[src/hdl/mrc_pkg.sv]
// mrc_pkg: shared types, constants and the crc-16 byte step for the modbus rtu
// response checker; no dependencies
`timescale 1ns / 1ps

package mrc_pkg;

  localparam int unsigned FRAME_BYTES = 9;
  localparam int unsigned POS_W       = 4;

  localparam logic [POS_W-1:0] POS_ADDR   = POS_W'(0);
  localparam logic [POS_W-1:0] POS_FUNC   = POS_W'(1);
  localparam logic [POS_W-1:0] POS_COUNT  = POS_W'(2);
  localparam logic [POS_W-1:0] POS_DATA_L = POS_W'(6);
  localparam logic [POS_W-1:0] POS_CRC_LO = POS_W'(7);
  localparam logic [POS_W-1:0] POS_LAST   = POS_W'(FRAME_BYTES - 1);

  localparam logic [15:0] CRC_INIT   = 16'hFFFF;
  localparam logic [15:0] CRC_POLY   = 16'hA001;
  localparam logic [7:0]  BYTE_COUNT = 8'd4;

  localparam logic [7:0] ADDR_RESET = 8'd1;
  localparam logic [7:0] FUNC_RESET = 8'd4;

  // register indexes on the configuration port
  localparam logic REG_ADDRESS  = 1'b0;
  localparam logic REG_FUNCTION = 1'b1;

  typedef enum logic [2:0] {
    ST_OK    = 3'd0,
    ST_SHORT = 3'd1,
    ST_ADDR  = 3'd2,
    ST_FUNC  = 3'd3,
    ST_COUNT = 3'd4,
    ST_CRC   = 3'd5
  } status_e;

  typedef struct packed {
    logic [7:0] rx_byte;
    logic       frame_end;
  } in_word_t;

  typedef struct packed {
    logic [31:0] value_bits;
    logic [2:0]  status;
  } out_word_t;

  typedef struct packed {
    logic [7:0] expected_address;
    logic [7:0] expected_function;
  } cfg_t;

  // one byte of reflected crc-16, eight shift-xor steps
  function automatic logic [15:0] crc_byte(input logic [15:0] crc, input logic [7:0] b);
    logic [15:0] c;
    c = crc ^ {8'h00, b};
    for (int k = 0; k < 8; k++) begin
      if (c[0]) begin
        c = (c >> 1) ^ CRC_POLY;
      end else begin
        c = c >> 1;
      end
    end
    return c;
  endfunction

endpackage

[src/hdl/mrc_cfg_regs.sv]
// mrc_cfg_regs: apb-style register file for expected address and function
// depends on mrc_pkg
`timescale 1ns / 1ps

module mrc_cfg_regs
  import mrc_pkg::*;
(
  input  logic        clk_i,
  input  logic        rst_ni,
  input  logic        psel,
  input  logic        penable,
  input  logic        pwrite,
  input  logic [2:0]  paddr,
  input  logic [31:0] pwdata,
  output logic [31:0] prdata,
  output logic        pready,
  output cfg_t        cfg_o
);

  cfg_t cfg_q;
  logic wr_en;
  logic reg_sel;

  assign pready  = 1'b1;
  assign reg_sel = paddr[2];
  assign wr_en   = psel && penable && pwrite;

  always_ff @(posedge clk_i or negedge rst_ni) begin
    if (!rst_ni) begin
      cfg_q.expected_address  <= ADDR_RESET;
      cfg_q.expected_function <= FUNC_RESET;
    end else if (wr_en) begin
      unique case (reg_sel)
        REG_ADDRESS:  cfg_q.expected_address  <= pwdata[7:0];
        REG_FUNCTION: cfg_q.expected_function <= pwdata[7:0];
        default: ;
      endcase
    end
  end

  always_comb begin
    unique case (reg_sel)
      REG_ADDRESS:  prdata = {24'h000000, cfg_q.expected_address};
      REG_FUNCTION: prdata = {24'h000000, cfg_q.expected_function};
      default:      prdata = 32'h0;
    endcase
  end

  assign cfg_o = cfg_q;

endmodule

[src/hdl/mrc_frame.sv]
// mrc_frame: per-frame state, byte checks, crc and data packing
// depends on mrc_pkg
`timescale 1ns / 1ps

module mrc_frame
  import mrc_pkg::*;
(
  input  logic      clk_i,
  input  logic      rst_ni,
  input  logic      fire_i,
  input  in_word_t  word_i,
  input  cfg_t      cfg_i,
  output logic      emit_o,
  output out_word_t result_o
);

  logic [POS_W-1:0] pos_q, pos_d;
  logic [15:0]      crc_q, crc_d;
  logic [31:0]      data_q, data_d;
  status_e          err_q, err_d;
  logic [7:0]       crc_lo_q, crc_lo_d;

  logic    last_pos;
  logic    frame_done;
  status_e fail;
  status_e status;

  assign last_pos   = (pos_q == POS_LAST);
  assign frame_done = word_i.frame_end || last_pos;

  always_comb begin
    crc_d    = crc_q;
    data_d   = data_q;
    crc_lo_d = crc_lo_q;
    fail     = ST_OK;

    if (pos_q < POS_CRC_LO) begin
      crc_d = crc_byte(crc_q, word_i.rx_byte);
    end

    priority if (pos_q == POS_ADDR) begin
      if (word_i.rx_byte != cfg_i.expected_address) fail = ST_ADDR;
    end else if (pos_q == POS_FUNC) begin
      if (word_i.rx_byte != cfg_i.expected_function) fail = ST_FUNC;
    end else if (pos_q == POS_COUNT) begin
      if (word_i.rx_byte != BYTE_COUNT) fail = ST_COUNT;
    end else if (pos_q <= POS_DATA_L) begin
      data_d = {data_q[23:0], word_i.rx_byte};
    end else if (pos_q == POS_CRC_LO) begin
      crc_lo_d = word_i.rx_byte;
    end else begin
      if ({word_i.rx_byte, crc_lo_q} != crc_q) fail = ST_CRC;
    end

    // keep the first failure only
    err_d = (err_q == ST_OK) ? fail : err_q;

    status = last_pos ? err_d : ST_SHORT;
    pos_d  = pos_q + POS_W'(1);
  end

  assign emit_o              = fire_i && frame_done;
  assign result_o.status     = status;
  assign result_o.value_bits = (status == ST_OK) ? data_d : 32'h0;

  always_ff @(posedge clk_i or negedge rst_ni) begin
    if (!rst_ni) begin
      pos_q    <= '0;
      crc_q    <= CRC_INIT;
      data_q   <= '0;
      err_q    <= ST_OK;
      crc_lo_q <= '0;
    end else if (fire_i) begin
      if (frame_done) begin
        pos_q    <= '0;
        crc_q    <= CRC_INIT;
        data_q   <= '0;
        err_q    <= ST_OK;
        crc_lo_q <= '0;
      end else begin
        pos_q    <= pos_d;
        crc_q    <= crc_d;
        data_q   <= data_d;
        err_q    <= err_d;
        crc_lo_q <= crc_lo_d;
      end
    end
  end

endmodule

[src/hdl/modbus_rtu_response_checker_core.sv]
// modbus rtu response checker: an accepted byte is held in the input register,
// and the result of its frame is registered in the result register; one byte
// accepted per cycle while the result register is free or drains; the frame logic sits between the two registers
// a held, stalled result stalls the input once the input register is full
// reset (async, active low) clears the frame state and restores the expected
// address to 1 and the expected function to 4
`timescale 1ns / 1ps

module modbus_rtu_response_checker_core
  import mrc_pkg::*;
(
  input  logic        clk_i,
  input  logic        rst_ni,
  // byte input channel
  input  logic        in_valid_i,
  input  in_word_t    in_word_i,
  output logic        in_stall_o,
  // result channel
  output logic        out_valid_o,
  output out_word_t   out_word_o,
  input  logic        out_stall_i,
  // configuration port
  input  logic        psel,
  input  logic        penable,
  input  logic        pwrite,
  input  logic [2:0]  paddr,
  input  logic [31:0] pwdata,
  output logic [31:0] prdata,
  output logic        pready
);

  // input register stage
  logic     in_valid_q;
  in_word_t in_word_q;

  // result register stage
  logic      out_valid_q;
  out_word_t out_word_q;

  logic      adv;      // result register can take a word this cycle
  logic      fire;     // held byte is processed this cycle
  logic      in_take;  // new word accepted from the channel
  logic      emit;
  out_word_t result;
  cfg_t      cfg;

  mrc_cfg_regs u_cfg (
    .clk_i   (clk_i),
    .rst_ni  (rst_ni),
    .psel    (psel),
    .penable (penable),
    .pwrite  (pwrite),
    .paddr   (paddr),
    .pwdata  (pwdata),
    .prdata  (prdata),
    .pready  (pready),
    .cfg_o   (cfg)
  );

  mrc_frame u_frame (
    .clk_i    (clk_i),
    .rst_ni   (rst_ni),
    .fire_i   (fire),
    .word_i   (in_word_q),
    .cfg_i    (cfg),
    .emit_o   (emit),
    .result_o (result)
  );

  // the whole pipe moves whenever the result register is free or drains
  assign adv        = !out_valid_q || !out_stall_i;
  assign fire       = in_valid_q && adv;
  assign in_stall_o = in_valid_q && !adv;
  assign in_take    = in_valid_i && !in_stall_o;

  always_ff @(posedge clk_i or negedge rst_ni) begin
    if (!rst_ni) begin
      in_valid_q <= 1'b0;
    end else if (in_take) begin
      in_valid_q <= 1'b1;
    end else if (fire) begin
      in_valid_q <= 1'b0;
    end
  end

  // payload only, no reset needed
  always_ff @(posedge clk_i) begin
    if (in_take) begin
      in_word_q <= in_word_i;
    end
  end

  always_ff @(posedge clk_i or negedge rst_ni) begin
    if (!rst_ni) begin
      out_valid_q <= 1'b0;
    end else if (fire && emit) begin
      out_valid_q <= 1'b1;
    end else if (!out_stall_i) begin
      out_valid_q <= 1'b0;
    end
  end

  always_ff @(posedge clk_i) begin
    if (fire && emit) begin
      out_word_q <= result;
    end
  end

  assign out_valid_o = out_valid_q;
  assign out_word_o  = out_word_q;

`ifndef SYNTHESIS
  // a failed frame never leaks the data word
  a_zero_on_fail: assert property (@(posedge clk_i) disable iff (!rst_ni)
    out_valid_o && (out_word_o.status != ST_OK) |-> (out_word_o.value_bits == 32'h0))
    else $error("nonzero value with failing status");

  // status codes stay within the defined set
  a_status_range: assert property (@(posedge clk_i) disable iff (!rst_ni)
    out_valid_o |-> (out_word_o.status <= ST_CRC))
    else $error("undefined status code");

  // input side only backs up behind a held, stalled result
  a_stall_cause: assert property (@(posedge clk_i) disable iff (!rst_ni)
    in_stall_o |-> (out_valid_o && out_stall_i))
    else $error("input stalled without output backpressure");
`endif

endmodule

[config.mk]
export PLATFORM = sky130hd
export DESIGN_NAME = modbus_rtu_response_checker_core
export DESIGN_NICKNAME = d
export VERILOG_FILES = /design/src/hdl/mrc_pkg.sv /design/src/hdl/mrc_cfg_regs.sv /design/src/hdl/mrc_frame.sv /design/src/hdl/modbus_rtu_response_checker_core.sv
export SDC_FILE = /design/constraint.sdc
export NUM_CORES = 1
export LEC_CHECK = 0
export BUFFER_PORTS_ARGS = -buffer_cell sky130_fd_sc_hd__buf_2
export CAP_MARGIN = 40
export CELL_PAD_IN_SITES_DETAIL_PLACEMENT = 1
export CELL_PAD_IN_SITES_GLOBAL_PLACEMENT = 1
export CORE_MARGIN = 4
export CORE_UTILIZATION = 43
export DETAILED_ROUTE_END_ITERATION = 10
export GPL_ROUTABILITY_DRIVEN = 0
export GPL_TIMING_DRIVEN = 0
export PLACE_DENSITY = 0.83
export SLEW_MARGIN = 15
export SYNTH_ARGS = -nofsm -noshare
export SYNTH_HDL_FRONTEND = slang
export SYNTH_SLANG_ARGS = --single-unit
[constraint.sdc]
create_clock -name clk_i -period 3.3 [get_ports clk_i]
set_input_delay 0.66 -clock clk_i [delete_from_list [all_inputs] [get_ports clk_i]]
set_output_delay 0.66 -clock clk_i [all_outputs]
set_load 0.005 [all_outputs]
==> impl_metrics.xml <==
<?xml version="1.0" encoding="UTF-8"?>
<metrics>
  <group name="sta">
    <metric name="worst_slew_pin_slew" unit="ns">0.757</metric>
    <metric name="timing_hold_violations_final" unit="">0</metric>
    <metric name="min_period_over_period" unit="%">86.4</metric>
    <metric name="maxSlewViolCount" unit="">0</metric>
    <metric name="max_freq" unit="GHz">0.351</metric>
    <metric name="min_period" unit="ns">2.85</metric>
    <metric name="rsz0062_at_grt" unit="">false</metric>
    <metric name="fin_ws" unit="ns">0.450</metric>
    <metric name="setup_viol" unit="">0</metric>
    <metric name="slew_headroom" unit="%">49.1</metric>
    <metric name="clock_skew" unit="ns">0.0116</metric>
  </group>
  <group name="global_route">
    <metric name="maximum_number_of_pins_on_one_net_before_global_route_repair" unit="">44</metric>
    <metric name="globalRouteTotalUtil" unit="%">20.1</metric>
    <metric name="first_pass_grt_wire_length" unit="mm">25.1</metric>
    <metric name="grt_antenna_before_repair" unit="">0</metric>
    <metric name="first_global_vias" unit="">4685</metric>
    <metric name="globalRouteOverflowTotal" unit="">0</metric>
  </group>
  <group name="power_and_ir_drop">
    <metric name="internal_power" unit="mW">3.60</metric>
    <metric name="power_frac_clock" unit="%">35.5</metric>
    <metric name="power_leakage" unit="nW">3.00</metric>
    <metric name="total_power" unit="mW">5.33</metric>
    <metric name="pwr_density_cell" unit="mW/mm^2">733</metric>
    <metric name="sequentialPowerShare" unit="%">39.0</metric>
    <metric name="p_switching" unit="mW">1.74</metric>
    <metric name="p_comb_share" unit="%">25.5</metric>
    <metric name="switching_share" unit="%">32.5</metric>
    <metric name="irDropWorstVdd" unit="V">0.000476</metric>
  </group>
  <group name="logic_synthesis">
    <metric name="synth_ff_type" unit="">sky130_fd_sc_hd__dfrtp_1</metric>
    <metric name="synth_top_family_by_area" unit="">compound AO/OA/AOI/OAI gates</metric>
    <metric name="synth.mux.area_fraction" unit="%">4.69</metric>
    <metric name="synth_xor_xnor_area_share" unit="%">9.28</metric>
    <metric name="netlist_area" unit="sq mm">0.00597</metric>
    <metric name="syn-instance-count" unit="">522</metric>
    <metric name="synthSimpleGateAreaFrac" unit="%">10.0</metric>
    <metric name="synth_cell_types" unit="">47</metric>
    <metric name="postSynth.asyncResetShare" unit="%">64.8</metric>
    <metric name="ys_seq_elements" unit="">125</metric>
    <metric name="synth_warn" unit="">0</metric>
    <metric name="avgSynthCellArea" unit="sq um">11.4</metric>
    <metric name="synth-compound-area-share" unit="%">12.9</metric>
    <metric name="seq_area_frac_synth" unit="%">56.4</metric>
    <metric name="synth_enable_flop_cells" unit="">44</metric>
    <metric name="yosys.area_share.adder" unit="%">0.838</metric>
  </group>
  <group name="floorplanning">
    <metric name="rows" unit="">42</metric>
    <metric name="chipHeight" unit="microns">126</metric>
    <metric name="die_w" unit="microns">126</metric>
    <metric name="io-pin-count" unit="">121</metric>
    <metric name="start_util" unit="%">44.6</metric>
    <metric name="fp.coreArea" unit="sq mm">0.0134</metric>
    <metric name="die_area" unit="sq mm">0.0158</metric>
  </group>
  <group name="route">
    <metric name="totalWireLength" unit="mm">15.4</metric>
    <metric name="final_antenna_net_count" unit="">0</metric>
    <metric name="route.vias.total" unit="">4394</metric>
    <metric name="routed_wire_length_per_instance" unit="microns">18.7</metric>
    <metric name="drc" unit="">0</metric>
    <metric name="per_cell_via_count_in_the_routed_design" unit="">5.33</metric>
    <metric name="drtIter0Drc" unit="">279</metric>
    <metric name="drtPass1Iterations" unit="">7</metric>
  </group>
  <group name="outcome">
    <metric name="result_of_the_run" unit="">completed</metric>
  </group>
  <group name="placement">
    <metric name="setup_slack_placement" unit="ns">0.567</metric>
    <metric name="detailedPlacementHpwl" unit="mm">10.8</metric>
    <metric name="io_buffers" unit="">68</metric>
    <metric name="dpl_cell_area" unit="sq mm">0.00668</metric>
    <metric name="total_placed_cells_including_tap_cells" unit="">792</metric>
  </group>
  <group name="critical_path">
    <metric name="regToRegEndpoint" unit="">u_frame.data_q[25]</metric>
    <metric name="worstPathRequired" unit="ns">3.67</metric>
    <metric name="ff2ff_path_depth" unit="">9</metric>
    <metric name="worstSetupStartpointType" unit="">register</metric>
    <metric name="setup.reg_to_reg.worst_slack" unit="ns">0.45</metric>
    <metric name="reg2reg_from" unit="">u_frame.pos_q[0]</metric>
    <metric name="critPathMaxFanout" unit="">10</metric>
    <metric name="critPathCaptureType" unit="">register</metric>
    <metric name="category_of_the_critical_setup_timing_path" unit="">register to register</metric>
    <metric name="cp.arrival" unit="ns">3.22</metric>
  </group>
  <group name="clock_tree">
    <metric name="clk_pin_slew" unit="ns">0.06</metric>
    <metric name="hold_buffers" unit="">0</metric>
    <metric name="ctsLongestPathBuffers" unit="">2</metric>
    <metric name="cts_post_setup_buffers_inserted" unit="">0</metric>
    <metric name="cts_made_buffers" unit="">17</metric>
    <metric name="clk_root_buffer_cell" unit="">sky130_fd_sc_hd__clkbuf_16</metric>
    <metric name="cts_repair_resize_count" unit="">0</metric>
    <metric name="tritoncts" unit="">done</metric>
    <metric name="cts-htree-levels" unit="">4</metric>
    <metric name="clock_insertion_delay_at_the_later_pin_of_the_skew_report" unit="ns">0.43</metric>
    <metric name="numClockSinks" unit="">125</metric>
  </group>
  <group name="run">
    <metric name="max_cap_violations" unit="">0</metric>
  </group>
  <group name="finish">
    <metric name="area_delta_synth_final" unit="%">21.9</metric>
    <metric name="layout-drive-gt1-share" unit="%">28.9</metric>
    <metric name="diodes" unit="">0</metric>
    <metric name="final_cells" unit="">824</metric>
    <metric name="filler_cell_count" unit="">1437</metric>
    <metric name="finalInstanceArea" unit="sq mm">0.00728</metric>
    <metric name="fin_util" unit="%">54.3</metric>
    <metric name="final_nets" unit="">690</metric>
    <metric name="mostFrequentLayoutCells" unit="">76 x sky130_fd_sc_hd__nand2_1, 74 x sky130_fd_sc_hd__buf_2, 63 x sky130_fd_sc_hd__dfrtp_1</metric>
    <metric name="most_common_library_cell_in_the_layout_ignoring_fill_and_taps" unit="">sky130_fd_sc_hd__nand2_1</metric>
  </group>
  <group name="min_path">
    <metric name="hold_class" unit="">primary input to async pin</metric>
  </group>
</metrics>
[cell families after synthesis]
kind of cell | Yosys count
and+or+nand+nor | 137
muxes | 25
buffers and inverters | 60
AOI/OAI and AO/OA | 113
other | 2
adders and majority gates | 4
DFF | 125
xor gates and xnor gates | 56
[per-layer routing]
layer / GRT usage [%] / vias up / part of all wire, %
met5: 0 / - / 0
met4: 7.95 / 0 / 2.2
met3: 5.04 / 28 / 5.6
met2: 33.7 / 147 / 50
met1: 24.9 / 2198 / 42
li1: - / 2021 / -
[metrics by stage]
| stage | setup TNS, ns | hold slack [ns] |
|---|---|---|
| 6_report | 0 | 0.224 |
| 5_1_grt | 0 | 0.249 |
| 4_1_cts | 0 | 0.224 |
| 3_5_place_dp | 0 | 0.486 |
| 3_3_place_gp | -8.71 | 0.482 |
| 2_1_floorplan | 0 | 0.364 |
[synthesized netlist by cell type, types with 2 or more instances]
master / instances / share of area, %
sky130_fd_sc_hd__ha_1: 4 / 0.84
sky130_fd_sc_hd__clkbuf_1: 22 / 1.4
sky130_fd_sc_hd__a31oi_1: 2 / 0.21
sky130_fd_sc_hd__nor2_1: 26 / 1.6
sky130_fd_sc_hd__conb_1: 2 / 0.13
sky130_fd_sc_hd__nand4_1: 9 / 0.94
sky130_fd_sc_hd__or3_1: 3 / 0.31
sky130_fd_sc_hd__xnor2_2: 3 / 0.82
sky130_fd_sc_hd__nand4b_1: 2 / 0.29
sky130_fd_sc_hd__o21ai_0: 7 / 0.59
sky130_fd_sc_hd__buf_4: 26 / 3.3
sky130_fd_sc_hd__nor3_1: 5 / 0.42
sky130_fd_sc_hd__nor4_1: 2 / 0.21
sky130_fd_sc_hd__dfstp_2: 18 / 7.9
sky130_fd_sc_hd__edfxtp_1: 44 / 22
sky130_fd_sc_hd__xor2_1: 3 / 0.44
sky130_fd_sc_hd__o21ai_1: 4 / 0.34
sky130_fd_sc_hd__mux2_2: 24 / 4.5
sky130_fd_sc_hd__nand2_1: 76 / 4.8
sky130_fd_sc_hd__nand2b_1: 2 / 0.21
sky130_fd_sc_hd__buf_2: 7 / 0.59
sky130_fd_sc_hd__xnor2_1: 47 / 6.9
sky130_fd_sc_hd__dfrtp_1: 63 / 26
sky130_fd_sc_hd__a22o_1: 40 / 5.9
sky130_fd_sc_hd__a21oi_1: 47 / 3.9
sky130_fd_sc_hd__and2_1: 2 / 0.21
sky130_fd_sc_hd__inv_1: 3 / 0.19
sky130_fd_sc_hd__o22a_1: 6 / 0.88
sky130_fd_sc_hd__nand3_1: 5 / 0.42
[state kept, by name, indices dropped and copies added (netlist names)]
| signal | count |
|---|---|
| u_frame.err_q | 3 |
| out_word_o | 35 |
| u_frame.data_q | 32 |
| in_word_q | 9 |
| out_valid_o | 1 |
| in_valid_q | 1 |
| u_frame.pos_q | 4 |
| u_frame.crc_q | 16 |
| u_cfg.cfg_o | 16 |
| u_frame.crc_lo_q | 8 |
[final cells by class]
| class | count | area (sq um) | area share [%] |
|---|---|---|---|
| sequential | 125 | 3370 | 46.3 |
| multi-input combinational | 360 | 2360 | 32.4 |
| clock buffer | 17 | 425 | 5.84 |
| timing repair buffer | 71 | 398 | 5.47 |
| buffer | 57 | 328 | 4.50 |
| tap | 176 | 220 | 3.03 |
| clock inverter | 15 | 170 | 2.34 |
| inverter | 3 | 11.3 | 0.155 |
[how the worst max path moves through the flow]
| stage | startpoint | endpoint | slack, ns | depth (start not counted) |
|---|---|---|---|---|
| after floorplan | u_frame.pos_q[0] | out_word_o[0] | 0.33 | 6 |
| after global placement | u_frame.pos_q[0] | out_word_o[9] | -0.25 | 6 |
| after detailed placement | u_frame.pos_q[0] | u_frame.data_q[26] | 0.57 | 9 |
| after CTS | u_frame.pos_q[0] | u_frame.data_q[25] | 0.50 | 9 |
| after global routing | u_frame.pos_q[0] | u_frame.data_q[26] | 0.23 | 9 |
| final | u_frame.pos_q[0] | u_frame.data_q[25] | 0.45 | 9 |
[power groups by stage]
stage | Sequential, mW | Clock (mW) | Combinational [mW]
floorplan | 2.04 | 0 | 1.01
CTS | 2.08 | 1.92 | 1.36
detailed placement | 2.10 | 0 | 1.33
finish | 2.08 | 1.90 | 1.36
global route | 2.11 | 1.99 | 1.49
global placement | 2.08 | 0 | 1.26
[worst max-delay path, cell delays in order, from the launching register on]
cell,delay [ns]
sky130_fd_sc_hd__dfrtp_1,0.44
sky130_fd_sc_hd__inv_1,0.11
sky130_fd_sc_hd__ha_1,0.27
sky130_fd_sc_hd__nand2_1,0.09
sky130_fd_sc_hd__nor2_1,0.06
sky130_fd_sc_hd__nor2_1,0.47
sky130_fd_sc_hd__nand2_1,0.26
sky130_fd_sc_hd__nor2_1,0.37
sky130_fd_sc_hd__clkbuf_1,0.47
sky130_fd_sc_hd__a22o_1,0.24
Note: power is estimated with default switching activity, not from simulation.
